### src/sv/lpcrc_pkg.sv
`default_nettype none
// ----------------------------------------------------------------------------
// lpcrc_pkg
// shared types and constants of the length-prefixed crc-32 record checker
// ----------------------------------------------------------------------------
package lpcrc_pkg;

  // default largest record body length, in bytes
  localparam int MAX_RECORD_LEN_DEF = 1024;
  // default depth of the result queue between front and back
  localparam int QUEUE_DEPTH_DEF = 4;
  // reset value of the highest known event type register
  localparam logic [7:0] HKT_RESET = 8'd3;

  // register index of highest_known_type
  localparam logic REG_HKT = 1'b0;

  // result kinds
  localparam logic KIND_PAYLOAD = 1'b0;
  localparam logic KIND_SUMMARY = 1'b1;

  typedef enum logic [2:0] {
    ST_OK       = 3'd0,
    ST_CRC_ERR  = 3'd1,
    ST_TRUNC    = 3'd2,
    ST_BAD_TYPE = 3'd3,
    ST_BAD_LEN  = 3'd4
  } status_t;

  typedef struct packed {
    logic        kind;
    logic [7:0]  payload_byte;
    logic [31:0] event_number;
    logic [7:0]  record_type;
    logic [9:0]  payload_length;
    status_t     status;
  } rec_item_t;

endpackage
`default_nettype wire

### src/sv/lpcrc_front.sv
`default_nettype none
// ----------------------------------------------------------------------------
// lpcrc_front
// record parser: crc update, field capture, payload pass-through, summaries
// ----------------------------------------------------------------------------
module lpcrc_front #(
  parameter int MAX_RECORD_LEN = lpcrc_pkg::MAX_RECORD_LEN_DEF
) (
  input  wire logic                 clk,
  input  wire logic                 rst_n,
  input  wire logic                 take,
  input  wire logic [7:0]           data_byte,
  input  wire logic                 end_of_buffer,
  input  wire logic [7:0]           highest_known_type,
  output logic                      push,
  output lpcrc_pkg::rec_item_t      push_item
);

  localparam int REM_W = (MAX_RECORD_LEN > 2) ? $clog2(MAX_RECORD_LEN) : 1;
  localparam logic [31:0] MAX_LEN32 = 32'(MAX_RECORD_LEN);
  localparam logic [31:0] CRC_POLY  = 32'hEDB8_8320;

  typedef enum logic [4:0] {
    PH_LEN  = 5'b00001,
    PH_NUM  = 5'b00010,
    PH_TYPE = 5'b00100,
    PH_PAY  = 5'b01000,
    PH_CRC  = 5'b10000
  } phase_t;

  function automatic logic [31:0] crc_next(input logic [31:0] c, input logic [7:0] b);
    logic [31:0] v;
    v = c ^ {24'b0, b};
    for (int i = 0; i < 8; i++) begin
      v = v[0] ? ((v >> 1) ^ CRC_POLY) : (v >> 1);
    end
    return v;
  endfunction

  phase_t            phase_r, phase_nxt;
  logic [1:0]        pos_r, pos_nxt;
  logic [31:0]       len_r, len_nxt;
  logic [REM_W-1:0]  remain_r, remain_nxt;
  logic [9:0]        plen_r, plen_nxt;
  logic [31:0]       crc_r, crc_nxt;
  logic [31:0]       num_r, num_nxt;
  logic [7:0]        type_r, type_nxt;
  logic [31:0]       rcrc_r, rcrc_nxt;
  logic              disc_r, disc_nxt;

  logic [31:0]       crc_upd;
  logic [31:0]       len_shift;
  logic [31:0]       len_diff;
  logic              len_bad;
  logic [9:0]        plen_calc;
  logic              new_rec;
  logic              trunc_ok;
  lpcrc_pkg::status_t end_status;

  always_comb begin
    crc_upd   = crc_next(crc_r, data_byte);
    len_shift = {len_r[23:0], data_byte};
    len_diff  = len_shift - 32'd5;
    len_bad   = (len_shift < 32'd5) || (len_shift > MAX_LEN32);
    plen_calc = (|len_diff[31:10]) ? 10'h3FF : len_diff[9:0];
    if (rcrc_r[23:0] != ~crc_r[31:8] || data_byte != ~crc_r[7:0]) begin
      end_status = lpcrc_pkg::ST_CRC_ERR;
    end else if (type_r > highest_known_type) begin
      end_status = lpcrc_pkg::ST_BAD_TYPE;
    end else begin
      end_status = lpcrc_pkg::ST_OK;
    end

    phase_nxt  = phase_r;
    pos_nxt    = pos_r;
    len_nxt    = len_r;
    remain_nxt = remain_r;
    plen_nxt   = plen_r;
    crc_nxt    = crc_r;
    num_nxt    = num_r;
    type_nxt   = type_r;
    rcrc_nxt   = rcrc_r;
    disc_nxt   = disc_r;
    new_rec    = 1'b0;
    trunc_ok   = 1'b1;
    push       = 1'b0;
    push_item.kind           = lpcrc_pkg::KIND_SUMMARY;
    push_item.payload_byte   = data_byte;
    push_item.event_number   = '0;
    push_item.record_type    = '0;
    push_item.payload_length = '0;
    push_item.status         = lpcrc_pkg::ST_OK;

    if (take) begin
      if (disc_r) begin
        // drop bytes until the buffer ends
        if (end_of_buffer) begin
          disc_nxt = 1'b0;
          new_rec  = 1'b1;
        end
      end else begin
        case (phase_r)
          PH_LEN: begin
            crc_nxt = crc_upd;
            len_nxt = len_shift;
            pos_nxt = pos_r + 2'd1;
            if (pos_r == 2'd3) begin
              if (len_bad) begin
                push             = 1'b1;
                push_item.status = lpcrc_pkg::ST_BAD_LEN;
                disc_nxt         = !end_of_buffer;
                new_rec          = 1'b1;
                trunc_ok         = 1'b0;
              end else begin
                phase_nxt  = PH_NUM;
                pos_nxt    = 2'd0;
                remain_nxt = len_diff[REM_W-1:0];
                plen_nxt   = plen_calc;
              end
            end
          end
          PH_NUM: begin
            crc_nxt = crc_upd;
            num_nxt = {num_r[23:0], data_byte};
            pos_nxt = pos_r + 2'd1;
            if (pos_r == 2'd3) begin
              phase_nxt = PH_TYPE;
              pos_nxt   = 2'd0;
            end
          end
          PH_TYPE: begin
            crc_nxt   = crc_upd;
            type_nxt  = data_byte;
            phase_nxt = (remain_r == '0) ? PH_CRC : PH_PAY;
            pos_nxt   = 2'd0;
          end
          PH_PAY: begin
            crc_nxt = crc_upd;
            if (!end_of_buffer) begin
              push           = 1'b1;
              push_item.kind = lpcrc_pkg::KIND_PAYLOAD;
            end
            remain_nxt = remain_r - REM_W'(1);
            if (remain_r == REM_W'(1)) begin
              phase_nxt = PH_CRC;
            end
          end
          PH_CRC: begin
            rcrc_nxt = {rcrc_r[23:0], data_byte};
            pos_nxt  = pos_r + 2'd1;
            if (pos_r == 2'd3) begin
              push                     = 1'b1;
              push_item.event_number   = num_r;
              push_item.record_type    = type_r;
              push_item.payload_length = plen_r;
              push_item.status         = end_status;
              disc_nxt = (end_status != lpcrc_pkg::ST_OK) && !end_of_buffer;
              new_rec  = 1'b1;
              trunc_ok = 1'b0;
            end
          end
          default: begin
            phase_nxt = PH_LEN;
          end
        endcase

        // buffer ended inside a record
        if (end_of_buffer && trunc_ok) begin
          push                     = 1'b1;
          push_item.kind           = lpcrc_pkg::KIND_SUMMARY;
          push_item.event_number   = num_nxt;
          push_item.record_type    = type_nxt;
          push_item.payload_length = plen_nxt;
          push_item.status         = lpcrc_pkg::ST_TRUNC;
          new_rec                  = 1'b1;
        end
      end

      if (new_rec) begin
        phase_nxt  = PH_LEN;
        pos_nxt    = 2'd0;
        len_nxt    = '0;
        remain_nxt = '0;
        plen_nxt   = '0;
        crc_nxt    = '1;
        num_nxt    = '0;
        type_nxt   = '0;
        rcrc_nxt   = '0;
      end
    end
  end

  always_ff @(posedge clk) begin
    if (!rst_n) begin
      phase_r  <= PH_LEN;
      pos_r    <= 2'd0;
      len_r    <= '0;
      remain_r <= '0;
      plen_r   <= '0;
      crc_r    <= '1;
      num_r    <= '0;
      type_r   <= '0;
      rcrc_r   <= '0;
      disc_r   <= 1'b0;
    end else begin
      phase_r  <= phase_nxt;
      pos_r    <= pos_nxt;
      len_r    <= len_nxt;
      remain_r <= remain_nxt;
      plen_r   <= plen_nxt;
      crc_r    <= crc_nxt;
      num_r    <= num_nxt;
      type_r   <= type_nxt;
      rcrc_r   <= rcrc_nxt;
      disc_r   <= disc_nxt;
    end
  end

  // nothing comes out of a dropped byte
  a_disc_silent: assert property (@(posedge clk) disable iff (!rst_n)
    (disc_r && take) |-> !push)
    else $error("result produced while discarding");

  // payload bytes only during the payload phase
  a_pay_phase: assert property (@(posedge clk) disable iff (!rst_n)
    (push && push_item.kind == lpcrc_pkg::KIND_PAYLOAD) |-> (phase_r == PH_PAY && take))
    else $error("payload byte outside payload phase");

endmodule
`default_nettype wire

### config.mk
export PLATFORM = sky130hd
export DESIGN_NAME = lpcrc_front
export DESIGN_NICKNAME = d
export VERILOG_FILES = /design/src/sv/lpcrc_pkg.sv /design/src/sv/lpcrc_front.sv
export SDC_FILE = /design/constraint.sdc
export NUM_CORES = 1
export LEC_CHECK = 0
export BUFFER_PORTS_ARGS = -buffer_cell sky130_fd_sc_hd__buf_2
export CORE_MARGIN = 2
export CORE_UTILIZATION = 40
export DETAILED_ROUTE_END_ITERATION = 8
export PLACE_DENSITY = 0.61
export SETUP_SLACK_MARGIN = 0.15
export SYNTH_ARGS = -nofsm -noshare
export SYNTH_HDL_FRONTEND = slang
export SYNTH_SLANG_ARGS = --single-unit
### constraint.sdc
create_clock -name clk -period 12.94 [get_ports clk]
set_clock_uncertainty 0.1 [all_clocks]
set_input_delay 3.882 -clock clk [delete_from_list [all_inputs] [get_ports clk]]
set_output_delay 3.882 -clock clk [all_outputs]
set_load 0.005 [all_outputs]
==> results of run 1 <==
-- logic make-up after synthesis --
group                    Yosys count
AO/OA/AOI/OAI                    264
flip-flops                       148
XOR/XNOR                         106
AND/OR/NAND/NOR                  240
buffers and inverters             92
adder cells (fa/ha/maj)           15
multiplexers                       3
-- critical path, stage by stage --
cell and delay, ps:
buf_2 330, inv_1 140, ha_1 250, nand2b_1 160, a31o_2 290, a2111oi_4 810, o211ai_4 220, nor2_2 980
o221a_2 370, buf_2 110
-- registers in the layout, summed over array words and instances, names as in the netlist --
name / cells
crc_r: 32
disc_r: 1
len_r: 24
num_r: 32
phase_r: 5
plen_r: 10
pos_r: 2
rcrc_r: 24
remain_r: 10
type_r: 8
-- Yosys cell counts, drive strengths merged (3+ instances only) --
library cell / instances
o211ai: 6
o221a: 33
o22ai: 21
dfxtp: 148
and3b: 3
nand3: 13
nand4: 24
nand2b: 4
nand2: 63
nor4: 15
o2111ai: 6
a22o: 70
inv: 20
nand3b: 3
or3: 4
nor2: 52
mux2i: 3
o21ai: 36
nor3: 31
clkbuf: 31
and3: 4
and2: 6
buf: 40
a211oi: 11
a31oi: 4
o32ai: 13
o21a: 3
xor2: 31
ha: 15
a211o: 3
a21oi: 15
nor2b: 7
o2bb2ai: 22
xnor2: 73
a32oi: 3
a2111oi: 3
-- where the power goes --
| group | switching, µW | total (µW) | internal (µW) |
|---|---|---|---|
| Combinational | 172 | 317 | 145 |
| Clock | 216 | 486 | 270 |
| Sequential | 25.9 | 503 | 477 |
| Total | 414 | 1310 | 892 |
-- final timing paths --
path                                       startpoint                      end  slack [ps]
worst max register to register  len_r[3]$_SDFFE_PN0P_  rcrc_r[22]$_SDFFE_PN0P_        9430
worst min-delay path            pos_r[1]$_SDFFE_PN0P_    pos_r[1]$_SDFFE_PN0P_         370
worst min register to register  pos_r[1]$_SDFFE_PN0P_    pos_r[1]$_SDFFE_PN0P_         370
worst max-delay path                     data_byte[0]            push_item[31]        1370
-- routing by layer --
layer  routed length [µm]  part of all wire, %  GRT usage, %
met4                  450                  2.0          6.94
met3                 1400                  6.1          4.31
met1                10900                   47          30.2
met5                    0                    0             0
met2                10300                   45          32.6
-- stage by stage --
stage	instances	power, µW	setup slack [ps]	util [%]
after floorplan	868	769	2920	-
after global placement	1159	829	1520	42.7
after detailed placement	1159	829	1410	42.7
after CTS	1190	1310	1390	45.6
after global routing	1190	1360	1130	45.6
final	1190	1310	1370	45.6
-- layout make-up --
| class | instances | area, µm² | area share, % |
|---|---|---|---|
| multi-input combinational | 628 | 4720 | 51.6 |
| sequential | 148 | 2960 | 32.4 |
| timing repair buffer | 92 | 485 | 5.30 |
| clock buffer | 17 | 425 | 4.65 |
| tap | 270 | 338 | 3.69 |
| clock inverter | 14 | 143 | 1.56 |
| inverter | 21 | 78.8 | 0.861 |
==> reports/metrics.yaml, run 1 <==
rsz0062_at_grt: "no"
fp.dieH_um: 147
synth_adder_area_share_pct: 2.31
hpwl_mm: 16.0
viasPerCell: 5.81
post-cts-setup-buffers: 0
portBuffers: 82
yosysWarnings: 0
dr.first_iter.drc_count: 570
rr_worst_depth: 6
drt-wirelength-per-cell_um: 19.4
finalCritPeriodShare_pct: 89.4
synth_edf_count: 0
globalRouteTotalUtil_pct: 21.4
drive_above_1_share_pct: 20.4
syn_inst: 868
cts.clk_slew.worst_paths_ps: 60
fin_tns_setup_ps: 0
area_growth_pct: 12.6
ys_async_sr_fraction_pct: 0
synthSimpleGateAreaFrac_pct: 15.6
layout.nets: 943
synth.net_count: 903
synth_top_family_by_area: "compound AO/OA/AOI/OAI gates"
antennaDiodeCount: 0
fillers: 1961
cts_tree: "built"
clock_latency_ps: 430
ios: 83
yosys.area.top_type: "dfxtp_1"
gp_congestion: 0.842
status: "finished, final reports clean"
p_leak_uw: 0.00349
ant_nets: 0
grt_pass1_vias: 6402
clock-root-buffer: "clkbuf_16"
ys_types: 78
start_util_pct: 40.5
required_ps: 8960
layout_commonest_cell: "dfxtp_1"
synth_compound_area_share_pct: 27.1
synthTopCellsByArea: "dfxtp_1 (36%), a22o_1 (7.5%), xnor2_1 (7.4%)"
synth_xor_area_share_pct: 12.5
path_max_fanout: 32
cp-end-kind: "primary output"
numCtsBuffers: 17
fmax_mhz: 86.5
grt-ovfl-total: 0
dieArea_mm2: 0.0215
htreeDepth: 4
yosysTopAreaCellShare_pct: 36.4
firstDrtPassIters: 5
hold_depth: 2
cts-hold-fix-buffers: 0
grt_pass1_wl_mm: 36.5
period_needed_ps: 11570
post_cts_resized: 0
mostFrequentLayoutCells: "dfxtp_1 (148), buf_2 (82), a22o_1 (70)"
drt_wl_total_mm: 23.1
peakVddDrop_v: 0.0000966
setup-violations-final: 0
clock_path_buffers: 2
crit_type: "primary input to primary output"
ys_seq_area_share_pct: 36.4
hold_viol: 0
core_mm2: 0.0201
antenna_found_initial: 0
final_area_mm2: 0.00916
worstHoldPathType: "flip-flop to flip-flop"
ys_ff_latch: 148
power_density_mw_per_mm2: 143
tightestPinTransition_ps: 1250
maxSlewViolCount: 0
slew_headroom_pct: 16.0
grt_max_degree: 55
ys.flop_type: "dfxtp_1"
cts_num_sinks: 148
maxCapViolCount: 0
place_area_mm2: 0.00859
rows: 52
hold_ws_ps: 366
drc_errors: 0
vias: 6911
synth.area.mux_share_pct: 0.369
worstPathArrival_ps: 7580
start_kind: "primary input"
avgSynthCellArea_um2: 9.37
chipWidth_um: 147
syn_area_mm2: 0.00813
No activity file was read; power rests on OpenSTA's default activity.
==> inputs of run 2 (changes only) <==
--- a/config.mk
+++ b/config.mk
@@ -9,7 +9,7 @@
 export CORE_MARGIN = 2
 export CORE_UTILIZATION = 40
 export DETAILED_ROUTE_END_ITERATION = 8
-export PLACE_DENSITY = 0.61
+export PLACE_DENSITY = 0.63
 export SETUP_SLACK_MARGIN = 0.15
 export SYNTH_ARGS = -nofsm -noshare
 export SYNTH_HDL_FRONTEND = slang
==> constraint.sdc (replaced) <==
create_clock -name clk -period 10.4 [get_ports clk]
set_clock_uncertainty 0.1 [all_clocks]
set_input_delay 3.12 -clock clk [delete_from_list [all_inputs] [get_ports clk]]
set_output_delay 3.12 -clock clk [all_outputs]
set_load 0.005 [all_outputs]
==> run 2 against run 1 <==
  * Clock power is 37% higher
  * Core utilization up 0.46 points
  * First-iteration DRC count fell by 6.8%
  * Register-to-register slack worse by 2300 ps
  * Sequential power grew 24%
  * Sequential cell count unchanged
  * Worst hold slack worse by 6.4 ps
  * Clock-buffer cell count rose by 1
  * Final area is 1.0% higher
  * Global-route usage is 0.14 points lower
  * Critical path type unchanged
==> reports/metrics.yaml, run 2 (same netlist as run 1, synthesis figures left out) <==
globalRouteTotalUtil_pct: 21.2  # -0.14 points
period_needed_ps: 9430
cts.clk_slew.worst_paths_ps: 60  # about the same
mostFrequentLayoutCells: "dfxtp_1 (148), buf_2 (82), a22o_1 (70)"
start_kind: "primary input"
maxSlewViolCount: 0  # unchanged
clock-root-buffer: "clkbuf_16"
fp.dieH_um: 147  # unchanged
setup-violations-final: 0  # unchanged
drt_wl_total_mm: 22.9  # -0.54%
post-cts-setup-buffers: 0  # unchanged
clock_path_buffers: 2  # unchanged
min-delay-start: "pos_r[1]$_SDFFE_PN0P_"
pre_cts_ws_ps: 992  # -413 ps
post_cts_resized: 0  # unchanged
p_clk_share_pct: 39.4  # +2.2 points
dieArea_mm2: 0.0215  # unchanged
cp-startpoint: "data_byte[0]"
layout.nets: 946  # +0.32%
cts-hold-fix-buffers: 0  # unchanged
vias: 6965  # +0.78%
final_cells: 1194  # +0.34%
hold_ws_ps: 360  # -6.43 ps
required_ps: 7180  # -1780 ps
maxCapViolCount: 0  # unchanged
ant_nets: 0  # unchanged
dp.cells: 1162  # +0.26%
crit_type: "primary input to primary output"
p_comb_share_pct: 23.7  # -0.6 points
viasPerCell: 5.83  # +0.44%
tightestPinTransition_ps: 1210  # -40.3 ps
fin_ws_ps: 969  # -406 ps
cts_tree: "built"
cp-end-kind: "primary output"
core_mm2: 0.0201  # unchanged
reg.largest.list: "crc_r (32), num_r (32)"
drc_errors: 0  # unchanged
area_growth_pct: 13.7
p_leak_uw: 0.00355  # +1.6%
chipWidth_um: 147  # unchanged
sequentialPowerShare_pct: 36.9  # -1.6 points
drt-wirelength-per-cell_um: 19.2  # -0.88%
fmax_mhz: 106
gp_congestion: 0.839  # -0.32%
power_density_mw_per_mm2: 183  # +28%
hpwl_mm: 15.9  # -0.87%
grt-ovfl-total: 0  # unchanged
p_int_uw: 1190  # +33%
firstDrtPassIters: 6  # +1
drive_above_1_share_pct: 20.7  # +0.26 points
fin_tns_setup_ps: 0  # unchanged
fillers: 1944  # -0.87%
start_util_pct: 40.5  # unchanged
grt_max_degree: 84  # +53%
dr.first_iter.drc_count: 531  # -6.8%
grt_pass1_vias: 6581  # +2.8%
finalCritPeriodShare_pct: 90.7
path_max_fanout: 32  # unchanged
peakVddDrop_v: 0.000106  # +10%
sw_frac_of_total_pct: 30.0  # -1.7 points
rsz0062_at_grt: "no"
status: "finished, final reports clean"
layout_commonest_cell: "dfxtp_1"
worstHoldPathType: "flip-flop to flip-flop"
p_switching_uw: 508  # +23%
worstReg2RegStart: "phase_r[2]$_SDFFE_PN0P_"
worstPathArrival_ps: 6210  # -1370 ps
htreeDepth: 4  # unchanged
portBuffers: 82  # unchanged
antenna_found_initial: 2  # +2
hold_viol: 0  # unchanged
cts_num_sinks: 148  # unchanged
ios: 83  # unchanged
rows: 52  # unchanged
grt_pass1_wl_mm: 36.4  # -0.17%
slew_headroom_pct: 19.4  # +3.3 points
clock_latency_ps: 430  # about the same
numCtsBuffers: 17  # unchanged
[run 2: area by class of cell]
class                   count  area (µm²)  share of cell area [%]
inverters                  21        78.8                   0.852
repair buffers             95         508                    5.49
well taps                 270         338                    3.65
flip-flops and latches    148        2960                    32.0
clock buffers              18         439                    4.75
diodes                      1        2.50                  0.0271
clock inverters            13         196                    2.12
multi-input cells         628        4720                    51.1
[run 2: routing by layer]
layer	share of wire (%)	GRT usage, %
met4	2.5	6.99
met1	48	29.7
met3	5.5	4.63
met2	44	32.4
met5	0	0
[run 2: power groups by stage]
stage	registers, µW	logic, µW	clock network (µW)
after floorplan	628	328	0
after global placement	637	395	0
after detailed placement	638	395	0
after CTS	625	401	675
after global routing	629	438	699
final	625	402	667
[run 2: critical path, cell delays in order]
cell       delay (ps)
buf_2             290
inv_1             140
ha_1              240
nand2b_1          160
a31o_2            290
a2111oi_4         270
buf_4             260
o211ai_4          140
nand2_1           800
o221a_2           340
buf_2             110
[run 2: stage by stage]
stage | total power (µW) | area [µm²] | util, %
final | 1690 | 9250 | 46.0
after global routing | 1770 | 9250 | 46.0
after CTS | 1700 | 9250 | 46.0
after detailed placement | 1030 | 8610 | 42.8
after global placement | 1030 | 8610 | 42.8
after floorplan | 957 | 8130 | -
[run 2: path summary, 6_finish.rpt]
| path | end | slack, ps | cells past startpoint |
|---|---|---|---|
| hold reg to reg | pos_r[1]$_SDFFE_PN0P_ | 360 | 2 |
| setup reg to reg | phase_r[1]$_SDFFE_PN0P_ | 7110 | 7 |
| setup / recovery | push_item[22] | 970 | 11 |
| hold / removal | pos_r[1]$_SDFFE_PN0P_ | 360 | 2 |
